==> config.mk <==
export PLATFORM = sky130hd
export DESIGN_NAME = led_grid_sysex_framer_core
export DESIGN_NICKNAME = d
export VERILOG_FILES = /design/src/rtl/lgsf_pkg.sv /design/src/rtl/lgsf_emit.sv /design/src/rtl/led_grid_sysex_framer_core.sv
export SDC_FILE = /design/constraint.sdc
export NUM_CORES = 1
export LEC_CHECK = 0
export ABC_AREA = 1
export BUFFER_PORTS_ARGS = -buffer_cell sky130_fd_sc_hd__buf_2
export CAP_MARGIN = 20
export CORE_UTILIZATION = 50
export CTS_BUF_LIST = sky130_fd_sc_hd__clkbuf_8
export DETAILED_ROUTE_END_ITERATION = 8
export PLACE_DENSITY = 0.78
export SYNTH_ARGS = -nofsm -noshare
export SYNTH_HDL_FRONTEND = slang
export SYNTH_SLANG_ARGS = --single-unit
==> constraint.sdc <==
create_clock -name clock -period 10.7 [get_ports clock]
set_input_delay 1.07 -clock clock [delete_from_list [all_inputs] [get_ports clock]]
set_output_delay 1.07 -clock clock [all_outputs]
set_load 0.1 [all_outputs]
==> src/rtl/lgsf_pkg.sv <==
// Shared types, constants and lookup functions for the LED grid SysEx framer.
`default_nettype none

package lgsf_pkg;

   localparam int MAX_CHUNK_BYTES_DEFAULT = 250;

   localparam logic [7:0] EOX_BYTE      = 8'hF7;
   localparam logic [7:0] SOX_BYTE      = 8'hF0;
   localparam logic [7:0] HEADER_BYTES  = 8'd7;
   localparam logic [7:0] COLOUR_NEWER  = 8'h03;
   localparam logic [7:0] COLOUR_OLDER  = 8'h0B;
   localparam logic [7:0] PAD_PREFIX    = 8'h03;
   localparam logic [2:0] PER_PAD_NEWER = 3'd5;
   localparam logic [2:0] PER_PAD_OLDER = 3'd4;

   // Input commands
   localparam logic [1:0] CMD_PAD   = 2'd0;
   localparam logic [1:0] CMD_EOF   = 2'd1;
   localparam logic [1:0] CMD_PROG  = 2'd2;
   localparam logic [1:0] CMD_LIVE  = 2'd3;

   // Controller models
   localparam logic [2:0] MODEL_PRO_MK3  = 3'd0;
   localparam logic [2:0] MODEL_X        = 3'd1;
   localparam logic [2:0] MODEL_MINI_MK3 = 3'd2;
   localparam logic [2:0] MODEL_MK2      = 3'd3;
   localparam logic [2:0] MODEL_PRO      = 3'd4;

   // One item's work, as handed to the byte sequencer
   typedef struct packed {
      logic       eox;        // close the open chunk first
      logic       hdr;        // emit the six-byte model header
      logic       pad;        // colour chunk / pad bytes follow
      logic       nf;         // newer format
      logic       prog;       // programmer mode (else live)
      logic [2:0] model;
      logic [6:0] pad_num;
      logic [7:0] red;
      logic [7:0] green;
      logic [7:0] blue;
   } job_type;

   function automatic logic tens(input logic [6:0] p);
      return (p == 7'd10) || (p == 7'd20) || (p == 7'd30) || (p == 7'd40) ||
             (p == 7'd50) || (p == 7'd60) || (p == 7'd70) || (p == 7'd80) ||
             (p == 7'd90) || (p == 7'd100) || (p == 7'd110) || (p == 7'd120);
   endfunction

   function automatic logic pad_valid(input logic [2:0] model, input logic [6:0] p);
      logic ok;
      ok = 1'b0;
      case (model)
         MODEL_PRO_MK3: begin
            ok = (p >= 7'd1) && (p <= 7'd108) && (p != 7'd9) && (p != 7'd100);
         end
         MODEL_X, MODEL_MINI_MK3: begin
            ok = (p >= 7'd11) && (p <= 7'd99) && !tens(p);
         end
         MODEL_MK2: begin
            ok = ((p >= 7'd11) && (p <= 7'd89) && !tens(p)) ||
                 ((p >= 7'd104) && (p <= 7'd111));
         end
         MODEL_PRO: begin
            ok = (p >= 7'd1) && (p <= 7'd98) && (p != 7'd9) && (p != 7'd90);
         end
         default: begin
            ok = 1'b0;
         end
      endcase
      return ok;
   endfunction

   function automatic logic [7:0] device_id(input logic [2:0] model);
      logic [7:0] v;
      case (model)
         MODEL_PRO_MK3:  v = 8'h0E;
         MODEL_X:        v = 8'h0C;
         MODEL_MINI_MK3: v = 8'h0D;
         MODEL_MK2:      v = 8'h18;
         MODEL_PRO:      v = 8'h10;
         default:        v = 8'h00;
      endcase
      return v;
   endfunction

   function automatic logic [7:0] mode_cmd(input logic [2:0] model);
      logic [7:0] v;
      case (model)
         MODEL_PRO_MK3, MODEL_X, MODEL_MINI_MK3: v = 8'h0E;
         MODEL_MK2:                              v = 8'h22;
         MODEL_PRO:                              v = 8'h2C;
         default:                                v = 8'h00;
      endcase
      return v;
   endfunction

   function automatic logic [7:0] prog_val(input logic [2:0] model);
      logic [7:0] v;
      case (model)
         MODEL_PRO: v = 8'h03;
         default:   v = 8'h01;
      endcase
      return v;
   endfunction

endpackage

`default_nettype wire

==> src/rtl/lgsf_emit.sv <==
// Byte sequencer: holds one item's job and streams its SysEx bytes through an output register.
`default_nettype none

module lgsf_emit (
   input  wire logic             clock,
   input  wire logic             reset,
   input  wire logic             job_valid,
   input  wire lgsf_pkg::job_type job,
   output logic                  job_ready,
   output logic                  rsp_valid,
   input  wire logic             rsp_stall,
   output logic [7:0]            rsp_out_byte,
   output logic                  rsp_message_end,
   output logic                  rsp_run_last
);

   typedef enum logic [4:0] {
      PH_DONE, PH_EOX_A, PH_HDR0, PH_HDR1, PH_HDR2, PH_HDR3, PH_HDR4, PH_HDR5,
      PH_COLOUR, PH_PFX, PH_PIDX, PH_RED, PH_GREEN, PH_BLUE,
      PH_MODE_CMD, PH_MODE_VAL, PH_EOX_END
   } phase_type;

   phase_type          phase_ff, phase_in, next_phase, start_phase;
   lgsf_pkg::job_type  job_ff, job_in;
   logic               rsp_valid_ff, rsp_valid_in;
   logic [7:0]         byte_ff, byte_in, cur_byte;
   logic               end_ff, end_in, cur_end;
   logic               last_ff, last_in;
   logic               active, advance, last, load;

   always_comb begin
      cur_byte   = 8'h00;
      cur_end    = 1'b0;
      next_phase = PH_DONE;
      case (phase_ff)
         PH_EOX_A: begin
            cur_byte   = lgsf_pkg::EOX_BYTE;
            cur_end    = 1'b1;
            next_phase = job_ff.hdr ? PH_HDR0 : PH_DONE;
         end
         PH_HDR0: begin
            cur_byte   = lgsf_pkg::SOX_BYTE;
            next_phase = PH_HDR1;
         end
         PH_HDR1: begin
            cur_byte   = 8'h00;
            next_phase = PH_HDR2;
         end
         PH_HDR2: begin
            cur_byte   = 8'h20;
            next_phase = PH_HDR3;
         end
         PH_HDR3: begin
            cur_byte   = 8'h29;
            next_phase = PH_HDR4;
         end
         PH_HDR4: begin
            cur_byte   = 8'h02;
            next_phase = PH_HDR5;
         end
         PH_HDR5: begin
            cur_byte   = lgsf_pkg::device_id(job_ff.model);
            next_phase = job_ff.pad ? PH_COLOUR : PH_MODE_CMD;
         end
         PH_COLOUR: begin
            cur_byte   = job_ff.nf ? lgsf_pkg::COLOUR_NEWER : lgsf_pkg::COLOUR_OLDER;
            next_phase = job_ff.nf ? PH_PFX : PH_PIDX;
         end
         PH_PFX: begin
            cur_byte   = lgsf_pkg::PAD_PREFIX;
            next_phase = PH_PIDX;
         end
         PH_PIDX: begin
            cur_byte   = {1'b0, job_ff.pad_num};
            next_phase = PH_RED;
         end
         PH_RED: begin
            cur_byte   = job_ff.red;
            next_phase = PH_GREEN;
         end
         PH_GREEN: begin
            cur_byte   = job_ff.green;
            next_phase = PH_BLUE;
         end
         PH_BLUE: begin
            cur_byte   = job_ff.blue;
            next_phase = PH_DONE;
         end
         PH_MODE_CMD: begin
            cur_byte   = lgsf_pkg::mode_cmd(job_ff.model);
            next_phase = PH_MODE_VAL;
         end
         PH_MODE_VAL: begin
            cur_byte   = job_ff.prog ? lgsf_pkg::prog_val(job_ff.model) : 8'h00;
            next_phase = PH_EOX_END;
         end
         PH_EOX_END: begin
            cur_byte   = lgsf_pkg::EOX_BYTE;
            cur_end    = 1'b1;
            next_phase = PH_DONE;
         end
         default: begin
            cur_byte   = 8'h00;
            next_phase = PH_DONE;
         end
      endcase
   end

   // Where a freshly loaded job starts
   always_comb begin
      if (job.eox) begin
         start_phase = PH_EOX_A;
      end else if (job.hdr) begin
         start_phase = PH_HDR0;
      end else if (job.pad) begin
         start_phase = job.nf ? PH_PFX : PH_PIDX;
      end else begin
         start_phase = PH_DONE;
      end
   end

   assign active    = (phase_ff != PH_DONE);
   assign advance   = !rsp_valid_ff || !rsp_stall;
   assign last      = (next_phase == PH_DONE);
   // Take the next job while the current one's last byte moves out
   assign job_ready = !active || (advance && last);
   assign load      = job_valid && job_ready;

   always_comb begin
      phase_in     = phase_ff;
      job_in       = job_ff;
      rsp_valid_in = rsp_valid_ff;
      byte_in      = byte_ff;
      end_in       = end_ff;
      last_in      = last_ff;
      if (advance) begin
         rsp_valid_in = active;
         byte_in      = cur_byte;
         end_in       = cur_end;
         last_in      = last;
         if (active) begin
            phase_in = next_phase;
         end
      end
      if (load) begin
         phase_in = start_phase;
         job_in   = job;
      end
   end

   always_ff @(posedge clock) begin
      if (reset) begin
         phase_ff     <= PH_DONE;
         rsp_valid_ff <= 1'b0;
      end else begin
         phase_ff     <= phase_in;
         rsp_valid_ff <= rsp_valid_in;
      end
      job_ff  <= job_in;
      byte_ff <= byte_in;
      end_ff  <= end_in;
      last_ff <= last_in;
   end

   assign rsp_valid       = rsp_valid_ff;
   assign rsp_out_byte    = byte_ff;
   assign rsp_message_end = end_ff;
   assign rsp_run_last    = last_ff;

endmodule

`default_nettype wire

==> src/rtl/led_grid_sysex_framer_core.sv <==
// Top level of the LED grid SysEx framer: chunk bookkeeping, pad decode and byte sequencer.
// The accepted job is registered, then its first byte is registered in the output register.
// Throughput: one byte per cycle while rsp_stall is low; an item emits 1 to 13 bytes (a typical
// pad 4 or 5), and some items emit none.
// The next item is taken in the cycle the previous item's last byte enters the output register.
// Reset (synchronous): no chunk open, chunk length 0, model 0, output empty.
`default_nettype none

module led_grid_sysex_framer_core #(
   parameter int MAX_CHUNK_BYTES = lgsf_pkg::MAX_CHUNK_BYTES_DEFAULT
) (
   input  wire logic       clock,
   input  wire logic       reset,
   input  wire logic       csr_write_enable,
   input  wire logic [2:0] csr_write_data,
   input  wire logic       req_valid,
   output logic            req_stall,
   input  wire logic [1:0] req_cmd,
   input  wire logic [6:0] req_pad_num,
   input  wire logic [7:0] req_red,
   input  wire logic [7:0] req_green,
   input  wire logic [7:0] req_blue,
   output logic            rsp_valid,
   input  wire logic       rsp_stall,
   output logic [7:0]      rsp_out_byte,
   output logic            rsp_message_end,
   output logic            rsp_run_last
);

   logic [2:0]        model_ff, model_in;
   logic              open_ff, open_in;
   logic [7:0]        len_ff, len_in;
   lgsf_pkg::job_type job;
   logic              job_ready, accept;
   logic              known, nf, valid_pad;
   logic [2:0]        per_pad;
   logic [8:0]        sum;
   logic              overflow;
   logic [7:0]        base;

   assign known     = (model_ff <= lgsf_pkg::MODEL_PRO);
   assign nf        = (model_ff <= lgsf_pkg::MODEL_MINI_MK3);
   assign valid_pad = lgsf_pkg::pad_valid(model_ff, req_pad_num);
   assign per_pad   = nf ? lgsf_pkg::PER_PAD_NEWER : lgsf_pkg::PER_PAD_OLDER;
   assign sum       = {1'b0, len_ff} + {6'd0, per_pad};
   assign overflow  = open_ff && (sum > 9'(MAX_CHUNK_BYTES));
   assign base      = (!open_ff || overflow) ? lgsf_pkg::HEADER_BYTES : len_ff;

   always_comb begin
      job.eox       = 1'b0;
      job.hdr       = 1'b0;
      job.pad       = 1'b0;
      job.nf        = nf;
      job.prog      = (req_cmd == lgsf_pkg::CMD_PROG);
      job.model     = model_ff;
      job.pad_num   = req_pad_num;
      job.red       = nf ? {1'b0, req_red[7:1]}   : {2'b00, req_red[7:2]};
      job.green     = nf ? {1'b0, req_green[7:1]} : {2'b00, req_green[7:2]};
      job.blue      = nf ? {1'b0, req_blue[7:1]}  : {2'b00, req_blue[7:2]};
      open_in       = open_ff;
      len_in        = len_ff;
      case (req_cmd)
         lgsf_pkg::CMD_PAD: begin
            if (valid_pad) begin
               job.eox = overflow;
               job.hdr = !open_ff || overflow;
               job.pad = 1'b1;
               open_in = 1'b1;
               len_in  = base + {5'd0, per_pad};
            end
         end
         lgsf_pkg::CMD_EOF: begin
            job.eox = open_ff;
            open_in = 1'b0;
            len_in  = 8'd0;
         end
         lgsf_pkg::CMD_PROG, lgsf_pkg::CMD_LIVE: begin
            // close any open chunk, then the mode message if the model is known
            job.eox = open_ff;
            job.hdr = known;
            open_in = 1'b0;
            len_in  = 8'd0;
         end
         default: begin
            job.eox = 1'b0;
         end
      endcase
      model_in = csr_write_enable ? csr_write_data : model_ff;
   end

   assign accept    = req_valid && job_ready;
   assign req_stall = !job_ready;

   always_ff @(posedge clock) begin
      if (reset) begin
         model_ff <= lgsf_pkg::MODEL_PRO_MK3;
         open_ff  <= 1'b0;
         len_ff   <= 8'd0;
      end else begin
         model_ff <= model_in;
         if (accept) begin
            open_ff <= open_in;
            len_ff  <= len_in;
         end
      end
   end

   lgsf_emit u_emit (
      .clock           (clock),
      .reset           (reset),
      .job_valid       (req_valid),
      .job             (job),
      .job_ready       (job_ready),
      .rsp_valid       (rsp_valid),
      .rsp_stall       (rsp_stall),
      .rsp_out_byte    (rsp_out_byte),
      .rsp_message_end (rsp_message_end),
      .rsp_run_last    (rsp_run_last)
   );

endmodule

`default_nettype wire

* After elaboration in Yosys (flattened, before gate mapping)
Cells that the tools add are included. Widths: inputs -> output; s select.
Operators by class: equality and inequality tests 43, reductions and logical operators 49, $lt $le $gt $ge 11, multiplexer cells 32, add/subtract/negate cells 2
Operators with widths (number):
- $pmux 8 s14 | 1
- $pmux 5 s14 | 1
- $eq 7x7->1 const B | 6
- $eq 5x4->1 const B | 8
- $le 7x7->1 const B | 5
- $mux 5 | 6
- $pmux 5 s5 | 1
- $eq 7x6->1 const B | 3
- $eq 5x3->1 const B | 4
- $mux 6 | 3
- $pmux 6 s3 | 1
- $mux 8 | 2
- $pmux 8 s2 | 1
- $logic_or 1x1->1 | 15
- $eq 7x5->1 const B | 2
- $logic_and 1x1->1 | 14
- $ne 7x7->1 const B | 2
- $eq 3x2->1 const B | 4
- $eq 5x2->1 const B | 2
- $mux 2 | 5
- $add 8x3->9 | 1
- $gt 9x8->1 const B | 1
- $add 8x3->8 | 1
- $eq 7x4->1 const B | 1
- other kinds (27) | 47
Word-level totals: input bits 41, register bits after elaboration 66

* Longest topological paths before layout
depth in word-level cells 22, mapped depth 20

* By module
From an unflattened synthesis, not the netlist that was laid out.
Second synthesis, totals: cells, all modules 504, area, all modules 3822.4 um^2
By module, submodules not included:
- lgsf_emit | cells an instance 230, instances 1, area an instance 2401.1 um^2
- led_grid_sysex_framer_core | cells an instance 274, instances 1, area an instance 1421.4 um^2

* Worst setup path after synthesis
Ideal clock, no wire load.
path type flip-flop to output port, start point reg u_emit.rsp_valid_ff (netlist: u_emit.rsp_valid), end point out req_stall, data required time 9630 ps, arrival 2298 ps, slack 7332 ps, cell stages (with the launch flop) 5, path through dfxtp_1 > nand2_1 > nand3_2 > nand2_2 > inv_1
On the way: longest elaborated chain between the ends 5
RTL lines:
- start, declared | RTL line lgsf_emit.sv:25 | logic rsp_valid_ff, rsp_valid_in;
- start signal, assigned | RTL line lgsf_emit.sv:157 | rsp_valid_ff <= rsp_valid_in;
- $logic_not 1->1 | RTL line lgsf_emit.sv:123 | assign advance = !rsp_valid_ff || !rsp_stall;
- $logic_or 1x1->1 | RTL line lgsf_emit.sv:123
- net u_emit.advance | RTL line lgsf_emit.sv:29 | logic active, advance, last, load;
- $logic_and 1x1->1 | RTL line lgsf_emit.sv:126 | assign job_ready = !active || (advance && last);
- $logic_or 1x1->1 | RTL line lgsf_emit.sv:126
- $logic_not 1->1 | RTL line led_grid_sysex_framer_core.sv:92 | assign req_stall = !job_ready;
- end, declared | RTL line led_grid_sysex_framer_core.sv:17 | output logic req_stall,
The timed path passes the listed nets, and every way through them passes these cells.

* Final worst setup path
start point reg model_ff[1], end point reg len_ff[6]
On the way: longest elaborated chain between the ends 10, elaborated cells on any way between the ends 19, those cells by class add/sub (2); order compare (2); eq/ne (5); mux (5); reduce/logical (5)
RTL lines:
- start, declared | RTL line led_grid_sysex_framer_core.sv:30 | logic [2:0] model_ff, model_in;
- start signal, assigned | RTL line led_grid_sysex_framer_core.sv:96 | model_ff <= lgsf_pkg::MODEL_PRO_MK3;
- start signal, assigned | RTL line led_grid_sysex_framer_core.sv:100 | model_ff <= model_in;
- $le 3x2->1 | RTL line led_grid_sysex_framer_core.sv:42 | assign nf = (model_ff <= lgsf_pkg::MODEL_MINI_MK3);
- $mux 1 | RTL line led_grid_sysex_framer_core.sv:44 | assign per_pad = nf ? lgsf_pkg::PER_PAD_NEWER : lgsf_pkg::PER_PAD_OLDER;
- $add 8x3->9 | RTL line led_grid_sysex_framer_core.sv:45 | assign sum = {1'b0, len_ff} + {6'd0, per_pad};
- $gt 9x8->1 | RTL line led_grid_sysex_framer_core.sv:46 | assign overflow = open_ff && (sum > 9'(MAX_CHUNK_BYTES));
- $logic_and 1x1->1 | RTL line led_grid_sysex_framer_core.sv:46
- $logic_or 1x1->1 | RTL line led_grid_sysex_framer_core.sv:47 | assign base = (!open_ff || overflow) ? lgsf_pkg::HEADER_BYTES : len_ff;
- $mux 8 | RTL line led_grid_sysex_framer_core.sv:47
- $add 8x3->8 | RTL line led_grid_sysex_framer_core.sv:69 | len_in = base + {5'd0, per_pad};
- $mux 8 | RTL line led_grid_sysex_framer_core.sv:64 | if (valid_pad) begin
- $pmux 8 s2 | RTL line led_grid_sysex_framer_core.sv:62 | case (req_cmd)
- end signal, assigned | RTL line led_grid_sysex_framer_core.sv:103 | len_ff <= len_in;
- end, declared | RTL line led_grid_sysex_framer_core.sv:32 | logic [7:0] len_ff, len_in;
Several ways; a longest one is shown, not always the timed one. The select of a mux whose other input is x is not followed. A chain may end at the register's enable or synchronous reset.

==> flow_summary.ini <==
[synth]
yosysUniqueCellTypes = 41
ys_seq_elements = 63
synth_area_per_cell_um2 = 7.62
synthCells = 475
synth-xor-area-share_pct = 0.484
ys_warn_count = 0
synth_compound_area_share_pct = 11.1
ys_seq_area_share_pct = 47.3
synth-main-ff-cell = edfxtp_1
synthArstFlopShare_pct = 0
post_synth_fa_ha_maj_area_fraction_pct = 1.38
synth_top_family_by_area = simple AND/OR/NAND/NOR gates
syn_area_um2 = 3620
synth_edf_count = 45
synth_mux_area_share_pct = 0
syn-num-nets = 520
synth_simple_gate_area_share_pct = 32.7

[global_routing]
grt_max_degree = 37
antenna_found_initial = 0
grt_pass1_vias = 3070
gr-total-overflow = 0
grt_pass1_wl_mm = 14.0
grt_use_total_pct = 24.2

[setup_path]
crit_family = simple AND/OR/NAND/NOR gates
path_cells = a21oi_2 -> ha_1 -> ha_1 -> nand2_1 -> inv_1 -> o21ai_0 -> nand2_1 -> nand3_1 -> nand3_2 -> or2_2 -> ha_1 -> ha_1 -> o21ai_0 -> or2_2 -> nor2_1 -> xnor2_1 -> nor2_1 -> nand2_1 -> a21oi_1
crit_path_start = model_ff[1]$_SDFFE_PP0P_
cp-start-kind = flop
slowest_delay_ns = 0.44
cp_num_buf_inv = 1
cp_data_required_time_ns = 10.97
reg2reg_from = model_ff[1]$_SDFFE_PP0P_
cpMaxStageDelayCell = dfxtp_1
cp_max_fo = 8
cp_common_cell = ha_1
worstSetupPathType = reg2reg
worstPathArrival_ns = 3.59
crit_path_end_kind = flop

[routing]
ant_nets = 0
drc_errors = 0
vias = 3295
drt_iter0_markers = 210
viasPerCell = 5.21
dr.pass1.iters = 4
drt-total-wl_mm = 8.30
wl_per_cell_um = 13.1

[worst_hold_path]
hold_path_class = reg2reg
hp-start = len_ff[0]$_SDFFE_PP0P_

[power_and_ir_drop]
total_leakage_power_nw = 1.97
finalPower_mw = 1.01
ir_worst_vdd_mv = 0.0813
p_per_area_nw_per_um2 = 242

[finish]
final_cells = 633
finalInstanceArea_um2 = 4160
area_growth_pct = 14.8
nets = 577
fillers = 663
multi_input_area_um2 = 1650
ff_latch_area_um2 = 1710
layout_commonest_cell = nand2_1
insertedDiodeCount = 0
final_cell_mix = 164 x nand2_1, 55 x nor2_1, 50 x inv_1
drive_above_1_share_pct = 18.4

[place]
numPortBuffers = 49
place_congestion = 0.935
dp_cells = 617
placed_area_um2 = 3980
dpl_worst_slack_ns = 7.44
hpwl_mm = 6.14

[cts]
clock_latency_ns = 0.34
cts_resized = 0
path_clk_slew_ns = 0.07
ctsHoldBuffers = 0
tritoncts.num_buffers = 9
htree_levels = 3
cts_setup_buffers = 0
cts.sinks = 63
cts_root_buf = clkbuf_8
cts_buffer_depth = 2
cts_tree = yes

[timing]
timing.setup.tns_ns = 0
finalCritPeriodShare_pct = 31.0
worstMarginPinSlew_ns = 0.739
relSlewSlack_pct = 50.3
setup_viol_count_final = 0
final-hold-violation-count = 0
grt_setup_unrepaired = false
fmax_mhz = 301
finalClockSkew_ns = 0.00760
finalMaxSlewViolations = 0
fin_crit_ns = 3.32
final.setup.worst_slack_ns = 7.38

[die]
start_util_pct = 52.4
die_w_um = 87.1
core_um2 = 6910
num_rows = 30
die_area_um2 = 7580
io_pins = 53
die_h_um = 87.1

[flow_run]
max-cap-violations = 0

[run_status]
status = finished clean
-- through the flow --
stage	hold slack [ns]	utilization [%]
6_report	0.481	60.2
5_1_grt	0.516	60.2
4_1_cts	0.486	60.2
3_5_place_dp	0.475	57.6
3_3_place_gp	0.451	57.6
2_1_floorplan	0.444	-
-- flip-flops by register name (all words and copies together), names as in the netlist --
| signal | count |
|---|---|
| len_ff | 8 |
| model_ff | 3 |
| open_ff | 1 |
| u_emit.job_ff | 35 |
| u_emit.phase_ff | 5 |
| u_emit.rsp_message_end | 1 |
| u_emit.rsp_out_byte | 8 |
| u_emit.rsp_run_last | 1 |
| u_emit.rsp_valid | 1 |
-- cell type report --
class	instances	area share [%]
well taps	96	2.89
inverters	63	5.75
multi-input cells	345	39.8
flip-flops and latches	63	41.2
repair buffers	50	6.08
clock inverters	7	1.32
clock buffers	9	2.98
-- synth_stat cells, types with 2 or more instances --
cell       instances  share of area, %
a21oi_1           21               2.9
a221oi_1           5               1.2
a22oi_1            3              0.62
a31oi_1            2              0.35
clkbuf_1           4              0.41
dfxtp_1           18                10
edfxtp_1          45                37
ha_1               4               1.4
inv_1             49               5.1
inv_2             12               1.2
nand2_1          164                17
nand2_2            3              0.52
nand2_4            3              0.93
nand3_1           16               2.2
nand3_2            4               1.1
nand4_1            8               1.4
nor2_1            55               5.7
nor2_2             6               1.0
nor3_1             4              0.55
nor3_2             2              0.55
o2111ai_1          2              0.48
o211ai_1           2              0.41
o21ai_0           18               2.5
o21ai_1            5              0.69
o22ai_1            2              0.35
or2_2              3              0.52
-- routing by layer --
layer / global-route usage, % / routed length [um] / up-vias
met3: 4.17 / 402 / 15
li1: - / - / 1683
met5: 0 / 0 / -
met2: 40.4 / 3980 / 86
met4: 10.5 / 158 / 0
met1: 30.8 / 3760 / 1511
-- logic make-up after synthesis --
family,after synthesis
XOR/XNOR,2
adder cells (fa/ha/maj),4
buffers and inverters,67
AO/OA/AOI/OAI,67
AND/OR/NAND/NOR,272
flip-flops,63
-- report_power, final --
group | switching, mW | leakage (nW) | internal [mW]
Combinational | 0.330 | 1.28 | 0.0846
Clock | 0.0888 | 0.0967 | 0.103
Sequential | 0.0353 | 0.594 | 0.365
-- worst min-delay path, delay by kind of cell, from the launching register on --
family          cells  cell delay (ns)
compound gates      1             0.05
simple gates        1             0.06
flops               1             0.32
-- final timing paths --
kind,endpoint,slack [ns],cells after the start
worst max register to register,len_ff[6]$_SDFFE_PP0P_,7.38,19
worst min register to register,len_ff[0]$_SDFFE_PP0P_,0.48,2
worst min-delay path,len_ff[0]$_SDFFE_PP0P_,0.48,2
worst max-delay path,len_ff[6]$_SDFFE_PP0P_,7.38,19
Note: power is estimated with default switching activity, not from simulation.
